==> config.mk <==
export PLATFORM = sky130hd
export DESIGN_NAME = escape_time_fractal_iterator_top
export DESIGN_NICKNAME = d
export VERILOG_FILES = /design/src/sv/etfi_pkg.sv /design/src/sv/etfi_mul.sv /design/src/sv/escape_time_fractal_iterator_top.sv
export SDC_FILE = /design/constraint.sdc
export NUM_CORES = 2
export LEC_CHECK = 0
export BUFFER_PORTS_ARGS = -buffer_cell sky130_fd_sc_hd__buf_2
export CORE_ASPECT_RATIO = 0.5
export CORE_UTILIZATION = 60
export CTS_CLUSTER_DIAMETER = 50
export DETAILED_ROUTE_END_ITERATION = 12
export GPL_ROUTABILITY_DRIVEN = 1
export PLACE_DENSITY_LB_ADDON = 0.2
export SYNTH_ARGS = -nofsm -noshare
export SYNTH_HDL_FRONTEND = slang
export SYNTH_SLANG_ARGS = --single-unit
==> constraint.sdc <==
create_clock -name clk -period 15.9 [get_ports clk]
set_input_delay 3.975 -clock clk [delete_from_list [all_inputs] [get_ports clk]]
set_output_delay 3.975 -clock clk [all_outputs]
set_load 0.1 [all_outputs]
==> src/sv/etfi_pkg.sv <==
// Shared types and constants for the escape-time fractal iterator.
// Holds the sequencer state type, the mode codes, the register indexes and the fixed widths.
// No dependencies.
package etfi_pkg;

    localparam int DATA_W    = 32;
    localparam int OPND_W    = DATA_W + 1;
    localparam int PROD_W    = 64;
    localparam int FRAC_BITS = 28;
    localparam int SQ_SHIFT  = FRAC_BITS + 2;
    localparam int ITER_W    = 16;
    localparam int CFG_IDX_W = 3;

    localparam logic [CFG_IDX_W-1:0] REG_FRACTAL_MODE = 3'd0;
    localparam logic [CFG_IDX_W-1:0] REG_JULIA_C_RE   = 3'd1;
    localparam logic [CFG_IDX_W-1:0] REG_JULIA_C_IM   = 3'd2;
    localparam logic [CFG_IDX_W-1:0] REG_ESCAPE_SQ    = 3'd3;
    localparam logic [CFG_IDX_W-1:0] REG_CONVERGE_SQ  = 3'd4;
    localparam logic [CFG_IDX_W-1:0] REG_MAX_ITER     = 3'd5;

    localparam logic [DATA_W-1:0] ESCAPE_SQ_RST = 32'h1000_0000;
    localparam logic [ITER_W-1:0] MAX_ITER_RST  = 16'd256;

    localparam logic signed [PROD_W-1:0] SAT_MAX = 64'sh0000_0000_7FFF_FFFF;
    localparam logic signed [PROD_W-1:0] SAT_MIN = 64'shFFFF_FFFF_8000_0000;

    typedef enum logic [1:0] {
        MODE_MANDEL = 2'd0,
        MODE_JULIA  = 2'd1,
        MODE_SHIP   = 2'd2,
        MODE_HOLD   = 2'd3
    } etfi_mode_t;

    typedef enum logic [2:0] {
        ST_IDLE,
        ST_MUL_RR,
        ST_MUL_II,
        ST_MUL_RI,
        ST_UPDATE
    } etfi_state_t;

endpackage

==> src/sv/etfi_mul.sv <==
// Shared signed multiplier with a registered product.
// Depends on etfi_pkg for operand and product widths.
module etfi_mul
    import etfi_pkg::*;
(
    input  logic                     clk,
    input  logic signed [OPND_W-1:0] a,
    input  logic signed [OPND_W-1:0] b,
    output logic signed [PROD_W-1:0] p
);

    logic signed [2*OPND_W-1:0] prod_full;
    logic signed [PROD_W-1:0]   p_reg;

    // Operands never exceed 2^31 in magnitude, so the product fits in 64 bits.
    assign prod_full = a * b;

    always_ff @(posedge clk)
    begin
        p_reg <= prod_full[PROD_W-1:0];
    end

    assign p = p_reg;

endmodule

==> src/sv/escape_time_fractal_iterator_top.sv <==
// Top level of the escape-time fractal iterator: configuration registers, sequencer, update path.
// Depends on etfi_pkg and on etfi_mul, the one multiplier shared by all products.
//
// Write start with a point z0 (start_re, start_im, signed Q4.28) in a cycle where busy is low,
// and the beat is taken at that clock edge. The block then iterates z, starting from z0, with
// one 33x33 multiplier that is used three times per update: re*re, im*im and then re*im (or
// their absolute values in Burning Ship mode). Each update passes through the multiply states
// MUL_RR, MUL_II and MUL_RI, with the magnitude test in MUL_RI, and then UPDATE, which writes
// back the new z. A point that escapes or converges finishes from MUL_RI, one that runs to the
// limit finishes from UPDATE, and with max_iter zero the result follows in the next
// cycle. The result beat appears on iter_count, stayed_bounded, final_re and final_im for exactly
// one cycle, marked by done; the receiver cannot stall it, so it must capture it then. busy is
// already low while done is high, so the next point may be started in that same cycle. The
// configuration registers are written through cfg_we, cfg_index and cfg_wdata, and should only
// be written while busy is low; indexes six and seven are ignored.
module escape_time_fractal_iterator_top
    import etfi_pkg::*;
(
    input  logic                        clk,
    input  logic                        rst_n,
    input  logic                        cfg_we,
    input  logic [CFG_IDX_W-1:0]        cfg_index,
    input  logic [DATA_W-1:0]           cfg_wdata,
    input  logic                        start,
    output logic                        busy,
    input  logic signed [DATA_W-1:0]    start_re,
    input  logic signed [DATA_W-1:0]    start_im,
    output logic                        done,
    output logic [ITER_W-1:0]           iter_count,
    output logic                        stayed_bounded,
    output logic signed [DATA_W-1:0]    final_re,
    output logic signed [DATA_W-1:0]    final_im
);

    // Configuration registers.
    etfi_mode_t                 fractal_mode_reg;
    logic signed [DATA_W-1:0]   julia_c_re_reg;
    logic signed [DATA_W-1:0]   julia_c_im_reg;
    logic [DATA_W-1:0]          escape_sq_reg;
    logic [DATA_W-1:0]          converge_sq_reg;
    logic [ITER_W-1:0]          max_iter_reg;

    // Sequencer and datapath registers.
    etfi_state_t                state_reg, state_next;
    logic signed [DATA_W-1:0]   zr_reg, zr_next;
    logic signed [DATA_W-1:0]   zi_reg, zi_next;
    logic signed [DATA_W-1:0]   ar_reg, ar_next;
    logic signed [DATA_W-1:0]   ai_reg, ai_next;
    logic signed [PROD_W-1:0]   p_rr_reg, p_rr_next;
    logic signed [PROD_W-1:0]   p_ii_reg, p_ii_next;
    logic [ITER_W-1:0]          k_reg, k_next;
    logic                       bounded_reg, bounded_next;
    logic                       done_reg, done_next;

    // Multiplier operands and product.
    logic signed [OPND_W-1:0]   zr_ext, zi_ext, zr_abs, zi_abs;
    logic signed [OPND_W-1:0]   mul_a, mul_b;
    logic signed [PROD_W-1:0]   mul_p;

    // Magnitude test and update arithmetic.
    logic [PROD_W-1:0]          mag_sum;
    logic [DATA_W-1:0]          mag;
    logic                       mag_ovf;
    logic signed [PROD_W-1:0]   sq_diff;
    logic signed [PROD_W-1:0]   ar_wide, ai_wide;
    logic signed [PROD_W-1:0]   re_wide, im_wide;
    logic [ITER_W-1:0]          k_inc;

    function automatic logic signed [DATA_W-1:0] sat32(input logic signed [PROD_W-1:0] v);
        logic signed [DATA_W-1:0] r;
        if (v > SAT_MAX)
        begin
            r = SAT_MAX[DATA_W-1:0];
        end
        else if (v < SAT_MIN)
        begin
            r = SAT_MIN[DATA_W-1:0];
        end
        else
        begin
            r = v[DATA_W-1:0];
        end
        return r;
    endfunction

    // Configuration writes. The mode register keeps the low two bits of the data word.
    always_ff @(posedge clk or negedge rst_n)
    begin
        if (!rst_n)
        begin
            fractal_mode_reg <= MODE_MANDEL;
            julia_c_re_reg   <= '0;
            julia_c_im_reg   <= '0;
            escape_sq_reg    <= ESCAPE_SQ_RST;
            converge_sq_reg  <= '0;
            max_iter_reg     <= MAX_ITER_RST;
        end
        else if (cfg_we)
        begin
            case (cfg_index)
                REG_FRACTAL_MODE: fractal_mode_reg <= etfi_mode_t'(cfg_wdata[1:0]);
                REG_JULIA_C_RE:   julia_c_re_reg   <= cfg_wdata;
                REG_JULIA_C_IM:   julia_c_im_reg   <= cfg_wdata;
                REG_ESCAPE_SQ:    escape_sq_reg    <= cfg_wdata;
                REG_CONVERGE_SQ:  converge_sq_reg  <= cfg_wdata;
                REG_MAX_ITER:     max_iter_reg     <= cfg_wdata[ITER_W-1:0];
                default:          ;
            endcase
        end
    end

    // Operand selection for the shared multiplier. The squares do not depend on sign, so
    // only the cross product needs the absolute values in Burning Ship mode.
    assign zr_ext = {zr_reg[DATA_W-1], zr_reg};
    assign zi_ext = {zi_reg[DATA_W-1], zi_reg};
    assign zr_abs = zr_reg[DATA_W-1] ? -zr_ext : zr_ext;
    assign zi_abs = zi_reg[DATA_W-1] ? -zi_ext : zi_ext;

    always_comb
    begin
        case (state_reg)
            ST_MUL_RR:
            begin
                mul_a = zr_ext;
                mul_b = zr_ext;
            end
            ST_MUL_II:
            begin
                mul_a = zi_ext;
                mul_b = zi_ext;
            end
            default:
            begin
                mul_a = (fractal_mode_reg == MODE_SHIP) ? zr_abs : zr_ext;
                mul_b = (fractal_mode_reg == MODE_SHIP) ? zi_abs : zi_ext;
            end
        endcase
    end

    etfi_mul u_mul (
        .clk (clk),
        .a   (mul_a),
        .b   (mul_b),
        .p   (mul_p)
    );

    // In the MUL_RI cycle the multiplier output holds im^2 and p_rr_reg holds re^2.
    // Both squares are non-negative and at most 2^63 together, so the sum is exact.
    assign mag_sum = $unsigned(p_rr_reg) + $unsigned(mul_p);
    assign mag_ovf = |mag_sum[PROD_W-1:SQ_SHIFT+DATA_W];
    assign mag     = mag_sum[SQ_SHIFT+DATA_W-1:SQ_SHIFT];

    // In the UPDATE cycle the multiplier output holds the cross product.
    // Arithmetic right shifts give the floor of the scaled products.
    assign sq_diff = p_rr_reg - p_ii_reg;
    assign ar_wide = {{(PROD_W-DATA_W){ar_reg[DATA_W-1]}}, ar_reg};
    assign ai_wide = {{(PROD_W-DATA_W){ai_reg[DATA_W-1]}}, ai_reg};
    assign re_wide = (sq_diff >>> FRAC_BITS) + ar_wide;
    assign im_wide = (mul_p >>> (FRAC_BITS - 1)) + ai_wide;
    assign k_inc   = k_reg + 1'b1;

    always_ff @(posedge clk or negedge rst_n)
    begin
        if (!rst_n)
        begin
            state_reg   <= ST_IDLE;
            done_reg    <= 1'b0;
            k_reg       <= '0;
            bounded_reg <= 1'b1;
        end
        else
        begin
            state_reg   <= state_next;
            done_reg    <= done_next;
            k_reg       <= k_next;
            bounded_reg <= bounded_next;
        end
    end

    always_ff @(posedge clk)
    begin
        zr_reg   <= zr_next;
        zi_reg   <= zi_next;
        ar_reg   <= ar_next;
        ai_reg   <= ai_next;
        p_rr_reg <= p_rr_next;
        p_ii_reg <= p_ii_next;
    end

    // Sequencer: one pass through MUL_RR, MUL_II, MUL_RI and UPDATE per iteration.
    always_comb
    begin
        state_next   = state_reg;
        zr_next      = zr_reg;
        zi_next      = zi_reg;
        ar_next      = ar_reg;
        ai_next      = ai_reg;
        p_rr_next    = p_rr_reg;
        p_ii_next    = p_ii_reg;
        k_next       = k_reg;
        bounded_next = bounded_reg;
        done_next    = 1'b0;

        case (state_reg)
            ST_IDLE:
            begin
                if (start)
                begin
                    zr_next      = start_re;
                    zi_next      = start_im;
                    k_next       = '0;
                    bounded_next = 1'b1;
                    if (fractal_mode_reg == MODE_JULIA)
                    begin
                        ar_next = julia_c_re_reg;
                        ai_next = julia_c_im_reg;
                    end
                    else
                    begin
                        ar_next = start_re;
                        ai_next = start_im;
                    end
                    // With a zero limit no check runs and z0 comes back unchanged.
                    if (max_iter_reg == '0)
                    begin
                        done_next = 1'b1;
                    end
                    else
                    begin
                        state_next = ST_MUL_RR;
                    end
                end
            end
            ST_MUL_RR:
            begin
                state_next = ST_MUL_II;
            end
            ST_MUL_II:
            begin
                p_rr_next  = mul_p;
                state_next = ST_MUL_RI;
            end
            ST_MUL_RI:
            begin
                p_ii_next = mul_p;
                if (mag_ovf || (mag > escape_sq_reg))
                begin
                    bounded_next = 1'b0;
                    done_next    = 1'b1;
                    state_next   = ST_IDLE;
                end
                else if (mag < converge_sq_reg)
                begin
                    done_next  = 1'b1;
                    state_next = ST_IDLE;
                end
                else
                begin
                    state_next = ST_UPDATE;
                end
            end
            ST_UPDATE:
            begin
                if (fractal_mode_reg != MODE_HOLD)
                begin
                    zr_next = sat32(re_wide);
                    zi_next = sat32(im_wide);
                end
                k_next = k_inc;
                if (k_inc == max_iter_reg)
                begin
                    done_next  = 1'b1;
                    state_next = ST_IDLE;
                end
                else
                begin
                    state_next = ST_MUL_RR;
                end
            end
            default:
            begin
                state_next = ST_IDLE;
            end
        endcase
    end

    assign busy           = (state_reg != ST_IDLE);
    assign done           = done_reg;
    assign iter_count     = k_reg;
    assign stayed_bounded = bounded_reg;
    assign final_re       = zr_reg;
    assign final_im       = zi_reg;

`ifndef SYNTH
    // An accepted point either starts the sequencer or, with a zero limit, finishes at once.
    assert property (@(posedge clk) disable iff (!rst_n)
        (start && !busy) |=> (busy || done))
    else $error("accepted point neither started nor finished");

    // A result beat only appears once the sequencer has let go.
    assert property (@(posedge clk) disable iff (!rst_n)
        done |-> !busy)
    else $error("result beat shown while busy");

    // The update count never passes the limit.
    assert property (@(posedge clk) disable iff (!rst_n)
        done |-> (iter_count <= max_iter_reg))
    else $error("iteration count above limit");

    // An escaped point always stopped before the limit was used up.
    assert property (@(posedge clk) disable iff (!rst_n)
        (done && !stayed_bounded) |-> (iter_count < max_iter_reg))
    else $error("escape reported at the limit");

    // The square states MUL_RR and MUL_II always run back to back.
    assert property (@(posedge clk) disable iff (!rst_n)
        (state_reg == ST_MUL_RR) |=> (state_reg == ST_MUL_II))
    else $error("square sequence broken");
`endif

endmodule

# == Yosys cells after proc, flatten, opt, wreduce, memory -nomap -nowiden ==
# Index checks and enable logic that the tools add are counted.
# classes
shifts,0
n_addsub,7
multipliers,1
mux,35
n_eq_ne,17
reduce_logical,19
div,0
magnitude_cmp,6
n_bitwise,0
# ops
cell,count
$mux 32,10
$mux 33,4
$pmux 33 s2,2
$pmux 32 s2,2
$neg 32->33,2
$add 64x64->64,1
$mul 33x33->64,1
$sub 64x64->64,1
$add 37x32->38,1
$gt 38x32->1 const B,1
$lt 38x32->1 const B,1
$add 36x32->37,1
$gt 37x32->1 const B,1
$lt 37x32->1 const B,1
$gt 32x32->1,1
$lt 32x32->1,1
$pmux 16 s2,1
$reduce_and 2->1,9
$add 16x1->16 const B,1
$eq 16x16->1,1
$logic_not 16->1,1
$mux 16,1
$pmux 3 s5,1
$eq 3x2->1 const B,4
15 further kinds,35
# word_totals
mem_count,0
mem_bits_ro,0
regBits,487
ramBits,0
latch_bits,0
inputBits,103
word_cells,102

# == Logic depth before layout (Yosys ltp) ==
# logic_depth
ltp_word,7
depth_mapped,41
ltp_nobuf,39

# == By module ==
# Synthesis repeated with hierarchy kept, for this count alone.
# unflattened
hier_cells,7172
area_unflattened_um2,68949.9
# by_module_without_submodules
module,seq_area_each_um2,area_each_um2,cells_per_inst,instances
etfi_mul,1281.2,39511.6,4185,1
escape_time_fractal_iterator_top,11870.1,29438.2,2987,1

# == Worst setup path after synthesis ==
# OpenSTA, ideal clock, no wires.
# synth_path
kind,register to register
start,reg state_reg[2]
end,reg u_mul.p_reg[62] (netlist: u_mul.p[62])
t_required_ns,15.773
t_arrival_ns,10.777
path_buffers,5
setup_ns,0.127
synth_period_minus_slack_ns,10.904
path_slack_ns,4.996
path_stages_with_launch,35
cell_sequence,dfrtp_1 > clkbuf_1 > or3_1 > clkbuf_1 > inv_1 > clkbuf_1 > buf_1 > nand2_1 > o311a_1 > clkbuf_1 > nor2_1 > fa_1 > fa_1 > fa_1 > inv_1 > fa_1 > fa_1 > inv_1 > fa_1 > fa_1 > inv_1 > fa_1 > inv_1 > ha_1 > a21oi_1 > a21boi_0 > a211o_1 > or4_1 > o2111ai_1 > a21o_1 > nand2b_1 > a31oi_1 > a221oi_1 > nor3_1 > or3_1
# synth_via
elab_chain_cells,3
word_cells_on_any_way,5
classes_between,1 x mul; 2 x eq/ne; 2 x mux
# synth_rtl
element,line,text
start: declaration,escape_time_fractal_iterator_top.sv:44,"etfi_state_t state_reg, state_next;"
start signal: assignment,escape_time_fractal_iterator_top.sv:173,state_reg <= state_next;
$eq 3x2->1 / $eq 3x1->1 (equally long branches),escape_time_fractal_iterator_top.sv:121,case (state_reg)
$pmux 33 s2,escape_time_fractal_iterator_top.sv:121,
$mul 33x33->64 (*),etfi_mul.sv:16,assign prod_full = a * b;
net u_mul.prod_full[62],etfi_mul.sv:12,logic signed [2*OPND_W-1:0] prod_full;
end signal: assignment,etfi_mul.sv:20,p_reg <= prod_full[PROD_W-1:0];
end: declaration,etfi_mul.sv:13,logic signed [PROD_W-1:0] p_reg;
# The timed path passes the listed nets; every way through them passes the cells marked *.
# A chain may end at the register's enable or synchronous reset.

# == Worst setup path after layout ==
# layout_path
start,reg state_reg[1]
end,reg u_mul.p_reg[63] (netlist: u_mul.p[63])
# Same word-level chain as after synthesis.

==> results.toml <==
[yosys]
synth_top_family_by_area = "adder cells"
synth_edf_count = 256
avgSynthCellArea_um2 = 9.35
synth.most_common_cell = "inv_1"
syn_area_um2 = 67100
synth_warnings = 0
synth-seq-area-share = 0.196
synthAdderAreaFrac = 0.425
ys_top_cells_by_area = "fa_1, edfxtp_1, ha_1, inv_1, dfrtp_1"
synth.top_cells.by_count = "inv_1, fa_1, nor2_1, nand2_1, ha_1"
yosys.area_share.simple = 0.129
synth_ff_type = "edfxtp_1"
synth_compound_area_frac = 0.0958
synth.distinct_cells = 88
yosysTopAreaCellShare = 0.336
synth_mux_area_frac = 0.0305
synth_area_leader_cell = "fa_1"
synth-seq-cells = 487
syn_inst = 7175
synth-xor-area-share = 0.0309
synth_nets = 8880
async_flop_share = 0.343

[sta]
setup_violations = 0
min_period_over_period = 0.794
max-slew-margin-rel = 0.0154
max_freq_mhz = 79.2
grt_setup_unrepaired = "false"
finalWorstSetupSlack_ns = 3.28
final.setup.tns_ns = 0
maxSlewViolCount = 0
fin_skew_ns = 0.0368
hold_violations = 0
period_minus_slack_ns = 12.62
tightest_slew_ns = 1.48

[clock_tree]
clk_pin_slew_ns = 0.07
cts_htree_levels = 2
clk_latency_ns = 0.66
cts_resized = 0
clockBufferDepth = 3
numCtsBuffers = 54
cts_setup_buffers = 0
clock-root-buffer = "clkbuf_16"
cts_sinks = 487
hold_buffers = 0
tritoncts = "done"

[final_layout]
final_nets = 8949
utilization = 0.652
area_growth_pct = 7.43
drive_gt1_frac = 0.0940

[drt]
first_pass_iters = 6
drtIter0Drc = 5949
postRouteWirelength_um = 222000
via_per_inst = 6.11
antenna_left = 0
vias = 53681
wire_per_inst_um = 25.2
drc = 0

[setup_path]
required_ns = 16.49
reg2reg_depth = 33
timing.rr.start = "state_reg[1]$_DFFE_PN0P_"
slowest_delay_ns = 0.97
rrSetupSlack_ns = 3.28
worst-path-max-fanout = 64
critical-path-slowest-cell = "fa_1"
critPathArrivalTime_ns = 13.21
reg2reg_to = "u_mul.p[63]$_DFF_P_"
cp_common_cell = "fa_1"
criticalPathCategory = "flop to flop"
worstSetupEndpointType = "flop"
startpoint_type = "flop"

[floorplanning]
die_h_um = 238
io_pins = 186
rows = 86
initial_utilization = 0.607
core_area_um2 = 111000
die_area_um2 = 113000
die_x_um = 475

[min_path]
hold_depth = 0
min_from = "u_mul.p[8]$_DFF_P_"
min_to = "p_rr_reg[8]$_DFFE_PN_"
hold_class = "flop to flop"

[placed_design]
dp_slack_ns = 3.52
dpl.hpwl_um = 176000
place.gp.congestion = 1.06
port_buffers = 185

[grt]
grt_pass1_vias = 54725
grt_max_degree = 96
grt_pass1_wl_um = 336000
antenna_found_initial = 12
grtUsageTotal = 0.401
globalRoute.totalOverflow = 0

[run_status]
status = "complete, no violations"

[flow_run]
maxCapViolations = 0
[per-layer routing]
metal	vias up	global-route usage	wire length [µm]
met4	8	0.152	9400
met5	-	0	45
met3	618	0.139	31000
met1	27014	0.555	88100
li1	22931	-	-
met2	3110	0.580	93300
[layout make-up]
cell class | count | area, µm²
inverter | 1346 | 5050
timing repair buffer | 313 | 1890
clock buffer | 69 | 1510
tap | 1496 | 1870
fill | 9022 | 38400
clock inverter | 32 | 429
sequential | 487 | 13200
antenna | 2 | 5.00
multi-input combinational | 5042 | 48200
[cell usage in the layout (no fill, tap or decap), types with 57 or more instances in the layout]
master,netlist,final
inv_1,1344,1342
fa_1,1127,1127
nor2_1,845,843
nand2_1,783,782
ha_1,475,475
edfxtp_1,256,256
o21ai_0,249,248
a21oi_1,243,239
buf_2,20,184
mux2_2,179,179
dfrtp_1,164,164
xnor2_1,156,156
buf_4,3,127
a21o_1,121,120
xor2_1,81,81
dfxtp_1,64,64
nor3_1,61,60
nand2b_1,57,57
[worst max-delay path, delay by kind of cell (launching register included)]
family	cells	cell delay (ns)
adders and majority gates	9	5.15
DFF	1	0.46
AOI/OAI and AO/OA	6	1.66
and+or+nand+nor	7	1.96
xor gates and xnor gates	1	0.14
buffers and inverters	10	3.06
[worst max-delay path by stage]
stage | start | cells after the start | end | slack (ns)
6_report | state_reg[1]$_DFFE_PN0P_ | 33 | u_mul.p[63]$_DFF_P_ | 3.28
5_1_grt | state_reg[1]$_DFFE_PN0P_ | 33 | u_mul.p[63]$_DFF_P_ | 2.90
4_1_cts | state_reg[1]$_DFFE_PN0P_ | 33 | u_mul.p[63]$_DFF_P_ | 3.51
3_5_place_dp | state_reg[2]$_DFFE_PN0P_ | 35 | u_mul.p[62]$_DFF_P_ | 3.52
3_3_place_gp | state_reg[2]$_DFFE_PN0P_ | 32 | u_mul.p[63]$_DFF_P_ | 3.66
2_1_floorplan | state_reg[2]$_DFFE_PN0P_ | 34 | u_mul.p[62]$_DFF_P_ | 5.00
[stage by stage]
stage | cell area [µm²] | instances | hold slack [ns]
after global routing | 72100 | 8786 | 0.486
after CTS | 72100 | 8784 | 0.467
after detailed placement | 70100 | 8683 | 0.453
after global placement | 70100 | 8683 | 0.445
after floorplan | 67100 | 7175 | 0.426
final | 72100 | 8787 | 0.467
[cells by family after synthesis]
group,after synthesis
and+or+nand+nor,2037
buffers and inverters,1646
adders and majority gates,1602
DFF,487
xor gates and xnor gates,237
muxes,182
AOI/OAI and AO/OA,984
Power is left out: the tool's default activity adds up to more than one toggle a clock period on the data nets, which glitch-free logic cannot reach.
